**src/sv/col_pkg.sv**
```systemverilog
`timescale 1ns / 1ps
// ----------------------------------------------------------------------------
// col_pkg: shared constants for the cursor ordered list
// Field widths, request codes and status codes used by the list, its
// channel interfaces and its port checker.
// ----------------------------------------------------------------------------
package col_pkg;

    localparam int unsigned DEPTH_DEF       = 64;
    localparam int unsigned VALUE_WIDTH_DEF = 32;

    localparam int unsigned REQ_W      = 3;
    localparam int unsigned IN_VALUE_W = 32;
    localparam int unsigned TOTAL_W    = 7;
    localparam int unsigned STATUS_W   = 2;

    localparam logic [REQ_W-1:0] REQ_START   = 3'd0;
    localparam logic [REQ_W-1:0] REQ_ADVANCE = 3'd1;
    localparam logic [REQ_W-1:0] REQ_INSERT  = 3'd2;
    localparam logic [REQ_W-1:0] REQ_ATTACH  = 3'd3;
    localparam logic [REQ_W-1:0] REQ_REMOVE  = 3'd4;
    localparam logic [REQ_W-1:0] REQ_QUERY   = 3'd5;

    localparam logic [STATUS_W-1:0] ST_OK     = 2'd0;
    localparam logic [STATUS_W-1:0] ST_FULL   = 2'd1;
    localparam logic [STATUS_W-1:0] ST_NOITEM = 2'd2;

endpackage

```
**src/sv/col_if.sv**
```systemverilog
`timescale 1ns / 1ps
// ----------------------------------------------------------------------------
// col_if: request and response channels of the cursor ordered list
// Valid/ready channels; a word moves at a clock edge with valid and ready high.
// ----------------------------------------------------------------------------
interface col_req_if;
    logic                            valid;
    logic                            ready;
    logic [col_pkg::REQ_W-1:0]       req_type;
    logic [col_pkg::IN_VALUE_W-1:0]  new_value;

    modport source (output valid, output req_type, output new_value, input ready);
    modport sink   (input valid, input req_type, input new_value, output ready);
endinterface

interface col_rsp_if;
    logic                            valid;
    logic                            ready;
    logic [col_pkg::IN_VALUE_W-1:0]  current_value;
    logic [col_pkg::TOTAL_W-1:0]     item_total;
    logic                            has_item;
    logic [col_pkg::STATUS_W-1:0]    status;

    modport source (output valid, output current_value, output item_total,
                    output has_item, output status, input ready);
    modport sink   (input valid, input current_value, input item_total,
                    input has_item, input status, output ready);
endinterface

```
**src/sv/cursor_ordered_list.sv**
```systemverilog
`timescale 1ns / 1ps
// Sequence: start, advance, query and rejected words pass the read and out states to
//   the response register; a remove that moves entries passes shift and drain first;
//   an insert or attach passes place, after shift and drain when it moves entries.
// Throughput: one request word at a time; the memory, with one write and one read
//   port, moves one entry per cycle; a stalled response word holds the next request.
// Reset: rst_n clears count, cursor and control; the store is not cleared.
// ----------------------------------------------------------------------------
// cursor_ordered_list: bounded ordered list with a cursor
// Entries sit in one memory; inserts and removes shift entries one per cycle
// under a small sequencer, then the entry under the cursor is read out.
// ----------------------------------------------------------------------------
module cursor_ordered_list #(
    parameter int unsigned DEPTH       = col_pkg::DEPTH_DEF,
    parameter int unsigned VALUE_WIDTH = col_pkg::VALUE_WIDTH_DEF
) (
    input  logic      clk,
    input  logic      rst_n,
    col_req_if.sink   req,
    col_rsp_if.source rsp
);
    import col_pkg::*;

    localparam int unsigned ADDR_W    = $clog2(DEPTH);
    localparam int unsigned CNT_W     = $clog2(DEPTH + 1);
    localparam int unsigned VAL_EXT_W = (VALUE_WIDTH > IN_VALUE_W) ? VALUE_WIDTH : IN_VALUE_W;
    localparam int unsigned CNT_EXT_W = (CNT_W > TOTAL_W) ? CNT_W : TOTAL_W;
    localparam logic [CNT_W-1:0] DEPTH_CNT = CNT_W'(DEPTH);

    typedef enum logic [5:0] {
        S_IDLE  = 6'b000001,
        S_SHIFT = 6'b000010,
        S_DRAIN = 6'b000100,
        S_PLACE = 6'b001000,
        S_READ  = 6'b010000,
        S_OUT   = 6'b100000
    } state_t;

    // control state
    state_t              state_reg, state_next;
    logic [CNT_W-1:0]    cnt_reg, cnt_next;
    logic [CNT_W-1:0]    cur_reg, cur_next;
    logic [CNT_W-1:0]    left_reg, left_next;
    logic [ADDR_W-1:0]   rd_ptr_reg, rd_ptr_next;
    logic                dir_up_reg, dir_up_next;
    logic                place_reg, place_next;
    logic                pend_reg, pend_next;
    logic                out_valid_reg, out_valid_next;

    // payload
    logic [ADDR_W-1:0]      pend_addr_reg;
    logic [VALUE_WIDTH-1:0] value_reg;
    logic [STATUS_W-1:0]    status_reg, status_next;
    logic                   has_reg;
    logic [VALUE_WIDTH-1:0] rd_data_reg;
    logic [IN_VALUE_W-1:0]  out_value_reg;
    logic [TOTAL_W-1:0]     out_total_reg;
    logic                   out_has_reg;
    logic [STATUS_W-1:0]    out_status_reg;

    logic [VALUE_WIDTH-1:0] mem [DEPTH];
    logic                   mem_we, mem_re;
    logic [ADDR_W-1:0]      mem_waddr, mem_raddr;
    logic [VALUE_WIDTH-1:0] mem_wdata;

    logic                   accept;
    logic                   out_load;
    logic                   cur_valid;
    logic                   full;
    logic [CNT_W-1:0]       place_pos;
    logic [VAL_EXT_W-1:0]   in_ext;
    logic [VAL_EXT_W-1:0]   rd_ext;
    logic [CNT_EXT_W-1:0]   cnt_ext;

    assign req.ready = (state_reg == S_IDLE);
    assign accept    = req.valid && req.ready;
    assign cur_valid = (cur_reg < cnt_reg);
    assign full      = (cnt_reg == DEPTH_CNT);
    assign in_ext    = VAL_EXT_W'(req.new_value);
    assign rd_ext    = VAL_EXT_W'(rd_data_reg);
    assign cnt_ext   = CNT_EXT_W'(cnt_reg);

    // insert goes before the cursor (front if none); attach goes after it (end if none)
    always_comb
    begin
        if (req.req_type == REQ_INSERT)
            place_pos = cur_valid ? cur_reg : '0;
        else
            place_pos = cur_valid ? cur_reg + 1'b1 : cnt_reg;
    end

    always_comb
    begin
        state_next     = state_reg;
        cnt_next       = cnt_reg;
        cur_next       = cur_reg;
        left_next      = left_reg;
        rd_ptr_next    = rd_ptr_reg;
        dir_up_next    = dir_up_reg;
        place_next     = place_reg;
        pend_next      = pend_reg;
        status_next    = status_reg;
        mem_we         = 1'b0;
        mem_waddr      = pend_addr_reg;
        mem_wdata      = rd_data_reg;
        mem_re         = 1'b0;
        mem_raddr      = rd_ptr_reg;
        out_load       = 1'b0;

        case (state_reg)
            S_IDLE:
            begin
                if (accept)
                begin
                    status_next = ST_OK;
                    place_next  = 1'b0;
                    dir_up_next = 1'b1;
                    state_next  = S_READ;
                    case (req.req_type)
                        REQ_START:
                        begin
                            cur_next = '0;
                        end
                        REQ_ADVANCE:
                        begin
                            if (cur_valid)
                                cur_next = cur_reg + 1'b1;
                            else
                                status_next = ST_NOITEM;
                        end
                        REQ_INSERT, REQ_ATTACH:
                        begin
                            if (full)
                                status_next = ST_FULL;
                            else
                            begin
                                cur_next    = place_pos;
                                cnt_next    = cnt_reg + 1'b1;
                                place_next  = 1'b1;
                                rd_ptr_next = ADDR_W'(cnt_reg - 1'b1);
                                left_next   = cnt_reg - place_pos;
                                state_next  = (cnt_reg == place_pos) ? S_PLACE : S_SHIFT;
                            end
                        end
                        REQ_REMOVE:
                        begin
                            if (!cur_valid)
                                status_next = ST_NOITEM;
                            else
                            begin
                                cnt_next    = cnt_reg - 1'b1;
                                dir_up_next = 1'b0;
                                rd_ptr_next = ADDR_W'(cur_reg + 1'b1);
                                left_next   = cnt_reg - cur_reg - 1'b1;
                                if (cnt_reg - cur_reg != CNT_W'(1))
                                    state_next = S_SHIFT;
                            end
                        end
                        default:
                        begin
                            status_next = ST_OK;
                        end
                    endcase
                end
            end
            S_SHIFT:
            begin
                // read one entry ahead, write the one read last cycle
                mem_we      = pend_reg;
                mem_re      = 1'b1;
                pend_next   = 1'b1;
                rd_ptr_next = dir_up_reg ? rd_ptr_reg - 1'b1 : rd_ptr_reg + 1'b1;
                left_next   = left_reg - 1'b1;
                if (left_reg == CNT_W'(1))
                    state_next = S_DRAIN;
            end
            S_DRAIN:
            begin
                mem_we     = 1'b1;
                pend_next  = 1'b0;
                state_next = place_reg ? S_PLACE : S_READ;
            end
            S_PLACE:
            begin
                mem_we     = 1'b1;
                mem_waddr  = cur_reg[ADDR_W-1:0];
                mem_wdata  = value_reg;
                state_next = S_READ;
            end
            S_READ:
            begin
                mem_re     = cur_valid;
                mem_raddr  = cur_reg[ADDR_W-1:0];
                state_next = S_OUT;
            end
            S_OUT:
            begin
                // hold until the response register is free
                if (!out_valid_reg || rsp.ready)
                begin
                    out_load   = 1'b1;
                    state_next = S_IDLE;
                end
            end
            default:
            begin
                state_next = S_IDLE;
            end
        endcase

        if (out_load)
            out_valid_next = 1'b1;
        else if (rsp.ready)
            out_valid_next = 1'b0;
        else
            out_valid_next = out_valid_reg;
    end

    always_ff @(posedge clk or negedge rst_n)
    begin
        if (!rst_n)
        begin
            state_reg     <= S_IDLE;
            cnt_reg       <= '0;
            cur_reg       <= '0;
            left_reg      <= '0;
            rd_ptr_reg    <= '0;
            dir_up_reg    <= 1'b1;
            place_reg     <= 1'b0;
            pend_reg      <= 1'b0;
            out_valid_reg <= 1'b0;
        end
        else
        begin
            state_reg     <= state_next;
            cnt_reg       <= cnt_next;
            cur_reg       <= cur_next;
            left_reg      <= left_next;
            rd_ptr_reg    <= rd_ptr_next;
            dir_up_reg    <= dir_up_next;
            place_reg     <= place_next;
            pend_reg      <= pend_next;
            out_valid_reg <= out_valid_next;
        end
    end

    always_ff @(posedge clk)
    begin
        status_reg <= status_next;
        if (accept)
            value_reg <= in_ext[VALUE_WIDTH-1:0];
        if (state_reg == S_SHIFT)
            pend_addr_reg <= dir_up_reg ? rd_ptr_reg + 1'b1 : rd_ptr_reg - 1'b1;
        if (state_reg == S_READ)
            has_reg <= cur_valid;
        if (out_load)
        begin
            out_value_reg  <= has_reg ? rd_ext[IN_VALUE_W-1:0] : '0;
            out_total_reg  <= cnt_ext[TOTAL_W-1:0];
            out_has_reg    <= has_reg;
            out_status_reg <= status_reg;
        end
    end

    // entry store: one write and one registered read per cycle
    always_ff @(posedge clk)
    begin
        if (mem_we)
            mem[mem_waddr] <= mem_wdata;
        if (mem_re)
            rd_data_reg <= mem[mem_raddr];
    end

    assign rsp.valid         = out_valid_reg;
    assign rsp.current_value = out_value_reg;
    assign rsp.item_total    = out_total_reg;
    assign rsp.has_item      = out_has_reg;
    assign rsp.status        = out_status_reg;

endmodule

```
**src/flat_wrapper.sv**
```systemverilog
// flat-port wrapper written by rule: the top's interface ports become plain ports
module cursor_ordered_list_flat import col_pkg::*;
#(
    parameter int unsigned DEPTH       = col_pkg::DEPTH_DEF,
    parameter int unsigned VALUE_WIDTH = col_pkg::VALUE_WIDTH_DEF
)
  (clk, rst_n, req_valid, req_req_type, req_new_value, req_ready, rsp_valid, rsp_current_value, rsp_item_total, rsp_has_item, rsp_status, rsp_ready);
  col_req_if req_i ();
  col_rsp_if rsp_i ();
  input  logic clk;
  input  logic rst_n;
  input wire logic [$bits(req_i.valid)-1:0] req_valid;
  input wire logic [$bits(req_i.req_type)-1:0] req_req_type;
  input wire logic [$bits(req_i.new_value)-1:0] req_new_value;
  output wire logic [$bits(req_i.ready)-1:0] req_ready;
  output wire logic [$bits(rsp_i.valid)-1:0] rsp_valid;
  output wire logic [$bits(rsp_i.current_value)-1:0] rsp_current_value;
  output wire logic [$bits(rsp_i.item_total)-1:0] rsp_item_total;
  output wire logic [$bits(rsp_i.has_item)-1:0] rsp_has_item;
  output wire logic [$bits(rsp_i.status)-1:0] rsp_status;
  input wire logic [$bits(rsp_i.ready)-1:0] rsp_ready;
  assign req_i.valid = req_valid;
  assign req_i.req_type = req_req_type;
  assign req_i.new_value = req_new_value;
  assign req_ready = req_i.ready;
  assign rsp_valid = rsp_i.valid;
  assign rsp_current_value = rsp_i.current_value;
  assign rsp_item_total = rsp_i.item_total;
  assign rsp_has_item = rsp_i.has_item;
  assign rsp_status = rsp_i.status;
  assign rsp_i.ready = rsp_ready;
  cursor_ordered_list #(.DEPTH(DEPTH), .VALUE_WIDTH(VALUE_WIDTH)) u_core (.clk(clk), .rst_n(rst_n), .req(req_i), .rsp(rsp_i));
endmodule
```
**config.mk**
```make
export PLATFORM = sky130hd
export DESIGN_NAME = cursor_ordered_list_flat
export DESIGN_NICKNAME = d
export VERILOG_FILES = /design/src/sv/col_pkg.sv /design/src/sv/col_if.sv /design/src/sv/cursor_ordered_list.sv /design/src/flat_wrapper.sv
export SDC_FILE = /design/constraint.sdc
export NUM_CORES = 2
export LEC_CHECK = 0
export ABC_AREA = 0
export BUFFER_PORTS_ARGS = -buffer_cell sky130_fd_sc_hd__buf_2
export CELL_PAD_IN_SITES_DETAIL_PLACEMENT = 0
export CELL_PAD_IN_SITES_GLOBAL_PLACEMENT = 2
export CORE_MARGIN = 3
export CORE_UTILIZATION = 35
export DETAILED_ROUTE_END_ITERATION = 10
export PLACE_DENSITY = 0.68
export SETUP_SLACK_MARGIN = 0.3
export SLEW_MARGIN = 20
export SYNTH_ARGS = -nofsm -noshare
export SYNTH_HDL_FRONTEND = slang
export SYNTH_SLANG_ARGS = --single-unit
```
**constraint.sdc**
```tcl
create_clock -name clk -period 11.1 [get_ports clk]
set_input_delay 2.22 -clock clk [delete_from_list [all_inputs] [get_ports clk]]
set_output_delay 2.22 -clock clk [all_outputs]
set_load 0.01 [all_outputs]
```
* After elaboration in Yosys (flattened, before gate mapping) *
Memory sizes are Yosys's and may differ from the RTL's. A register that Yosys moved wholly into a read port is not among the register bits.
Cells that the tools add are included.

word-level totals
  flip-flop bits (word level) = 120
  latch bits = 0
  RAM bits = 2,048
  ROM bits = 0
  bits of input ports = 39
  output and inout port bits = 44
  logic and storage cells = 118
  memories = 1

memories
  name        depth  width  read ports  clocked after Yosys merged registers in  write ports  line                       source
  u_core.mem  64     32     1           1                                        1            cursor_ordered_list.sv:61  logic [VALUE_WIDTH-1:0] mem [DEPTH];

operators by class
  $add $sub $neg = 9
  multipliers = 0
  div/mod/pow operators = 0
  magnitude comparators = 1
  eq/ne operators = 23
  shift operators = 0
  muxes and demuxes = 50
  bitwise gates (word level) = 0
  reductions and logical operators = 17

operators with widths
  kind                 number
  $mux 6               12
  $mux 7               10
  $pmux 7 s2           3
  $pmux 6 s2           3
  $pmux 6 s6           1
  $mux 32              1
  $pmux 7 s3           1
  $sub 7x1->7 const B  3
  $reduce_and 5->1     3
  $add 7x1->7 const B  2
  $sub 7x7->7          2
  $mux 1               11
  $mux 5               2
  $ne 3x3->1 const B   3
  $ne 2x1->1 const B   4
  $reduce_bool 2->1    4
  $eq 7x1->1 const B   1
  $eq 7x7->1           1
  $eq 7x7->1 const B   1
  $lt 7x7->1           1
  $ne 7x1->1 const B   1
  $add 6x1->6 const B  1
  $eq 3x2->1 const B   2
  $eq 6x1->1 const B   1
  other kinds (21)     26

* Longest topological paths before layout *
  depth in word-level cells = 9
  gate-level depth with buffers = 19

* Least setup slack after synthesis *
Ideal clock, no wire load.

  kind = input -> register
  start = input rsp_ready
  end = register u_core.out_value_reg[0] (netlist: u_core.rsp.current_value[0]) (enable)
  setup time = 0.446 ns
  arrival = 4.264 ns
  slack = 6.390 ns
  cell stages on the path = 2
  buffers on the path = 0
  cell sequence = nand2b_1 > nor2b_1

between the ends
  longest elaborated chain between the ends = 3

ends and longest elaborated chain
  what                       line                        source
  start, declared            flat_wrapper.sv:21          input wire logic [$bits(rsp_i.ready)-1:0] rsp_ready;
  $logic_or 1x1->1           cursor_ordered_list.sv:199  if (!out_valid_reg || rsp.ready)
  $mux 1                     cursor_ordered_list.sv:199
  $mux 1                     cursor_ordered_list.sv:110  case (state_reg)
  named net u_core.out_load  cursor_ordered_list.sv:67   logic out_load;
  end signal, assigned       cursor_ordered_list.sv:258  out_value_reg <= has_reg ? rd_ext[IN_VALUE_W-1:0] : '0;
  end, declared              cursor_ordered_list.sv:56   logic [IN_VALUE_W-1:0] out_value_reg;

The timed path passes the listed nets, and every way through them passes these cells.
A chain may end at the register's enable or synchronous reset.

* Worst setup path in the final report *
  start = register u_core.state_reg[4]
  end = register u_core.rd_data_reg[25], read port of u_core.mem (data pin)

between the ends
  longest elaborated chain between the ends = 2

ends and longest elaborated chain
  what                                      line                        source
  start, declared                           cursor_ordered_list.sv:40   state_t state_reg, state_next;
  start signal, assigned                    cursor_ordered_list.sv:235  state_reg <= state_next;
  $eq 6x5->1 or $eq 6x2->1 (tied branches)  cursor_ordered_list.sv:110
  $pmux 1 s2 or $mux 6 (tied branches)      cursor_ordered_list.sv:110
  end, declared                             cursor_ordered_list.sv:55   logic [VALUE_WIDTH-1:0] rd_data_reg;

Parallel ways exist; a longest one is shown, timed or not.

==> impl_metrics.py <==
metrics = {
    "hold_path": {
        "min_path_cells": 0,
        "hp-start": "u_core.status_reg[1]",
        "hp-class": "register to register",
        "holdPathEnd": "u_core.rsp.status[1]",
    },
    "finish": {
        "nNetsFinal": 6046,
        "drive_gt1_share_pct": 14.6,
        "fin_cells": 9528,
        "largest_register_ffs": 2048,
        "top_register": "u_core.mem",
        "design_area_um2": 101000,
        "syn_to_final_growth_pct": 13.9,
    },
    "outcome": {
        "status": "finished clean",
    },
    "floorplanning": {
        "fp.dieH_um": 510,
        "start_util_pct": 35.3,
        "dieArea_um2": 260000,
        "fp-row-count": 184,
        "core_area_um2": 252000,
        "die_w_um": 510,
        "ioPinCount": 83,
    },
    "logic_synthesis": {
        "synth_seq_cells": 2200,
        "syn_nets": 5934,
        "yosys_warnings": 0,
        "synth_area_per_cell_um2": 15.2,
        "syn_inst": 5870,
        "ys.flop_type": "edfxtp_1",
        "ys_types": 85,
        "synth_area_um2": 89000,
        "synth-seq-area-share_pct": 74.1,
        "async_reset_ff_share_pct": 1.68,
        "synth-edff-count": 2163,
    },
    "route": {
        "ant_nets": 0,
        "routedWlPerCell_um": 32.1,
        "first_iter_violations": 7476,
        "wirelength_um": 306000,
        "drt_first_pass_iters": 6,
        "drc": 0,
        "dr_total_vias": 55400,
        "vias_per_cell": 5.81,
    },
    "setup_path": {
        "rr_worst_depth": 12,
        "r2r_start": "u_core.state_reg[4]",
        "path_class": "register to register",
        "critPathLaunchType": "register",
        "crit_top_cell": "buf_4",
        "critPathMaxFanout": 128,
        "r2r-end": "u_core.rd_data_reg[25]",
        "slowest_stage": "buf_4",
        "crit_path_end_kind": "register",
        "path_buf_inv": 4,
        "crit_chain": "nor2b_1, a21oi_2, buf_4, nor2_4, buf_12, buf_4, mux2_2, a221oi_1, a21oi_1, o21ai_0, buf_4, o211ai_1",
        "r2r_setup_slack_ps": 4890,
        "cp_top_family": "buffers and inverters",
        "arrival_ps": 6770,
        "cp.required_ps": 11650,
        "slowest_delay_ps": 870,
    },
    "timing": {
        "slew_headroom_pct": 28.3,
        "setup-tns-final_ps": 0,
        "final-hold-violation-count": 0,
        "finalCritPeriodShare_pct": 56.0,
        "rsz0062_at_grt": "no",
        "finClkSkew_ps": 72.5,
        "holdWs_ps": 435,
        "slew_violations": 0,
        "finalSetupViolCount": 0,
        "worst-slew-pin-transition_ps": 1070,
        "fmax_mhz": 161,
        "timing.final.crit_period_ps": 6210,
    },
    "pwr": {
        "seq_power_share_pct": 36.1,
        "pwr_density_cell_nw_per_um2": 277,
        "p_leak_nw": 33.6,
        "ir_drop_mv": 0.214,
        "comb_power_share_pct": 37.1,
        "clockPowerShare_pct": 26.8,
        "internal-power_mw": 17.1,
        "netSwitchingPower_mw": 10.9,
        "swShare_pct": 39.0,
    },
    "grt": {
        "overflow": 0,
        "antenna_found_initial": 23,
        "grt_pass1_wl_um": 423000,
        "track_usage_pct": 23.0,
        "grt_max_degree": 136,
        "first_global_vias": 52100,
    },
    "cts": {
        "cts_resized": 0,
        "cts_buffer_depth": 3,
        "clock_latency_ps": 870,
        "cts_buffers": 229,
        "cts_tree": "built",
        "cts_setup_buffers": 0,
        "htreeDepth": 4,
        "path_clk_slew_ps": 60,
        "cts_root_buf": "clkbuf_16",
        "cts_hold_buf": 0,
        "cts_num_sinks": 2200,
    },
    "placed_design": {
        "port_buffers": 82,
        "dpl.hpwl_um": 165000,
        "place_area_um2": 94000,
        "place_inst": 9099,
        "place.gp.congestion": 0.825,
    },
    "flow_run": {
        "drv_cap": 0,
    },
}
[through the flow]
| stage | setup slack [ps] | power [mW] | utilization (%) |
|---|---|---|---|
| finish | 4890 | 28.0 | 40.2 |
| global route | 4800 | 29.1 | 40.2 |
| CTS | 5150 | 28.1 | 40.2 |
| detailed placement | 5180 | 20.6 | 37.3 |
| global placement | 5000 | 20.5 | 37.3 |
| floorplan | 6390 | 16.2 | - |
[cells in the mapped netlist (16+ instances only)]
library cell  instances  area [um2]
a21o_1               22         165
o221ai_1             98         858
a211oi_1            122         916
xnor2_1              29         254
a311o_1              26         260
a311oi_1             35         307
mux2i_1             350        3500
clkbuf_1            183         687
nand2_1             867        3250
buf_1                41         154
o22ai_1              42         263
and3_1              152         951
and2_1               39         244
dfrtp_1              35         876
nor3_1               21         105
nand2b_1             19         119
mux2_2              149        1680
a31oi_1              76         475
o211ai_1             19         143
a221oi_1             92         806
buf_6                16         180
inv_1                31         116
a21oi_1             288        1440
nand4_1              16         100
a32o_1               23         230
o21ai_0             132         661
a221o_1              29         290
buf_2               130         651
a22oi_1              16         120
buf_4                36         270
a2111oi_0            30         263
edfxtp_1           2163       65000
or4_1                16         120
nor2_1              120         450
nand3_1             156         781
ha_1                 23         288
[cells in the final DEF (no fill, tap or decap), types with 122 or more instances in the layout]
cell	n
mux2_2	149
and3_1	152
a211oi_1	122
a21oi_1	283
o21ai_0	131
nand2_1	864
mux2i_1	349
buf_4	194
nand3_1	155
edfxtp_1	2163
clkbuf_16	230
[layout make-up]
type	count	area [um2]
sequential	2200	65900
fill	23000	151000
multi-input combinational	3231	21800
clock buffer	278	5960
tap	3348	4190
clock inverter	147	1300
inverter	33	124
antenna	4	10.0
timing repair buffer	287	2090
[worst max path at each step]
stage	from	to	cells past startpoint
after detailed placement	u_core.state_reg[4]	u_core.rd_data_reg[25]	12
after global placement	u_core.state_reg[4]	u_core.rd_data_reg[25]	10
after CTS	u_core.state_reg[4]	u_core.rd_data_reg[25]	12
final	u_core.state_reg[4]	u_core.rd_data_reg[25]	12
after floorplan	rsp_ready	u_core.rsp.current_value[0]	2
after global routing	u_core.state_reg[4]	u_core.rd_data_reg[25]	12
[cells by family after synthesis]
| family | Yosys count | synth area share [%] |
|---|---|---|
| adders and majority gates | 25 | 0.368 |
| muxes | 499 | 5.82 |
| DFF | 2200 | 74.1 |
| xor gates and xnor gates | 39 | 0.384 |
| buffers and inverters | 439 | 2.32 |
| AOI/OAI and AO/OA | 1210 | 9.74 |
| and+or+nand+nor | 1458 | 7.31 |
[power groups by stage]
stage	clock, mW	sequential, mW	combinational, mW
finish	7.52	10.1	10.4
global route	7.98	10.1	10.9
CTS	7.63	10.1	10.3
detailed placement	0	10.3	10.3
global placement	0	10.3	10.2
floorplan	0	10.1	6.13
[worst register-to-register path: stages, from the launching register on]
cell	delay, ps
dfrtp_1	460
nor2b_1	670
a21oi_2	120
buf_4	250
nor2_4	860
buf_12	620
buf_4	1100
mux2_2	490
a221oi_1	430
a21oi_1	140
o21ai_0	470
buf_4	220
o211ai_1	90
[routing by layer]
metal / vias up / GRT usage, % / routed length, um
li1: 23300 / - / -
met1: 29000 / 33.3 / 132000
met2: 2669 / 35.8 / 140000
met3: 447 / 4.07 / 26900
met4: 6 / 5.97 / 8010
met5: - / 0 / 36
Power figures use the tool's default switching activity.
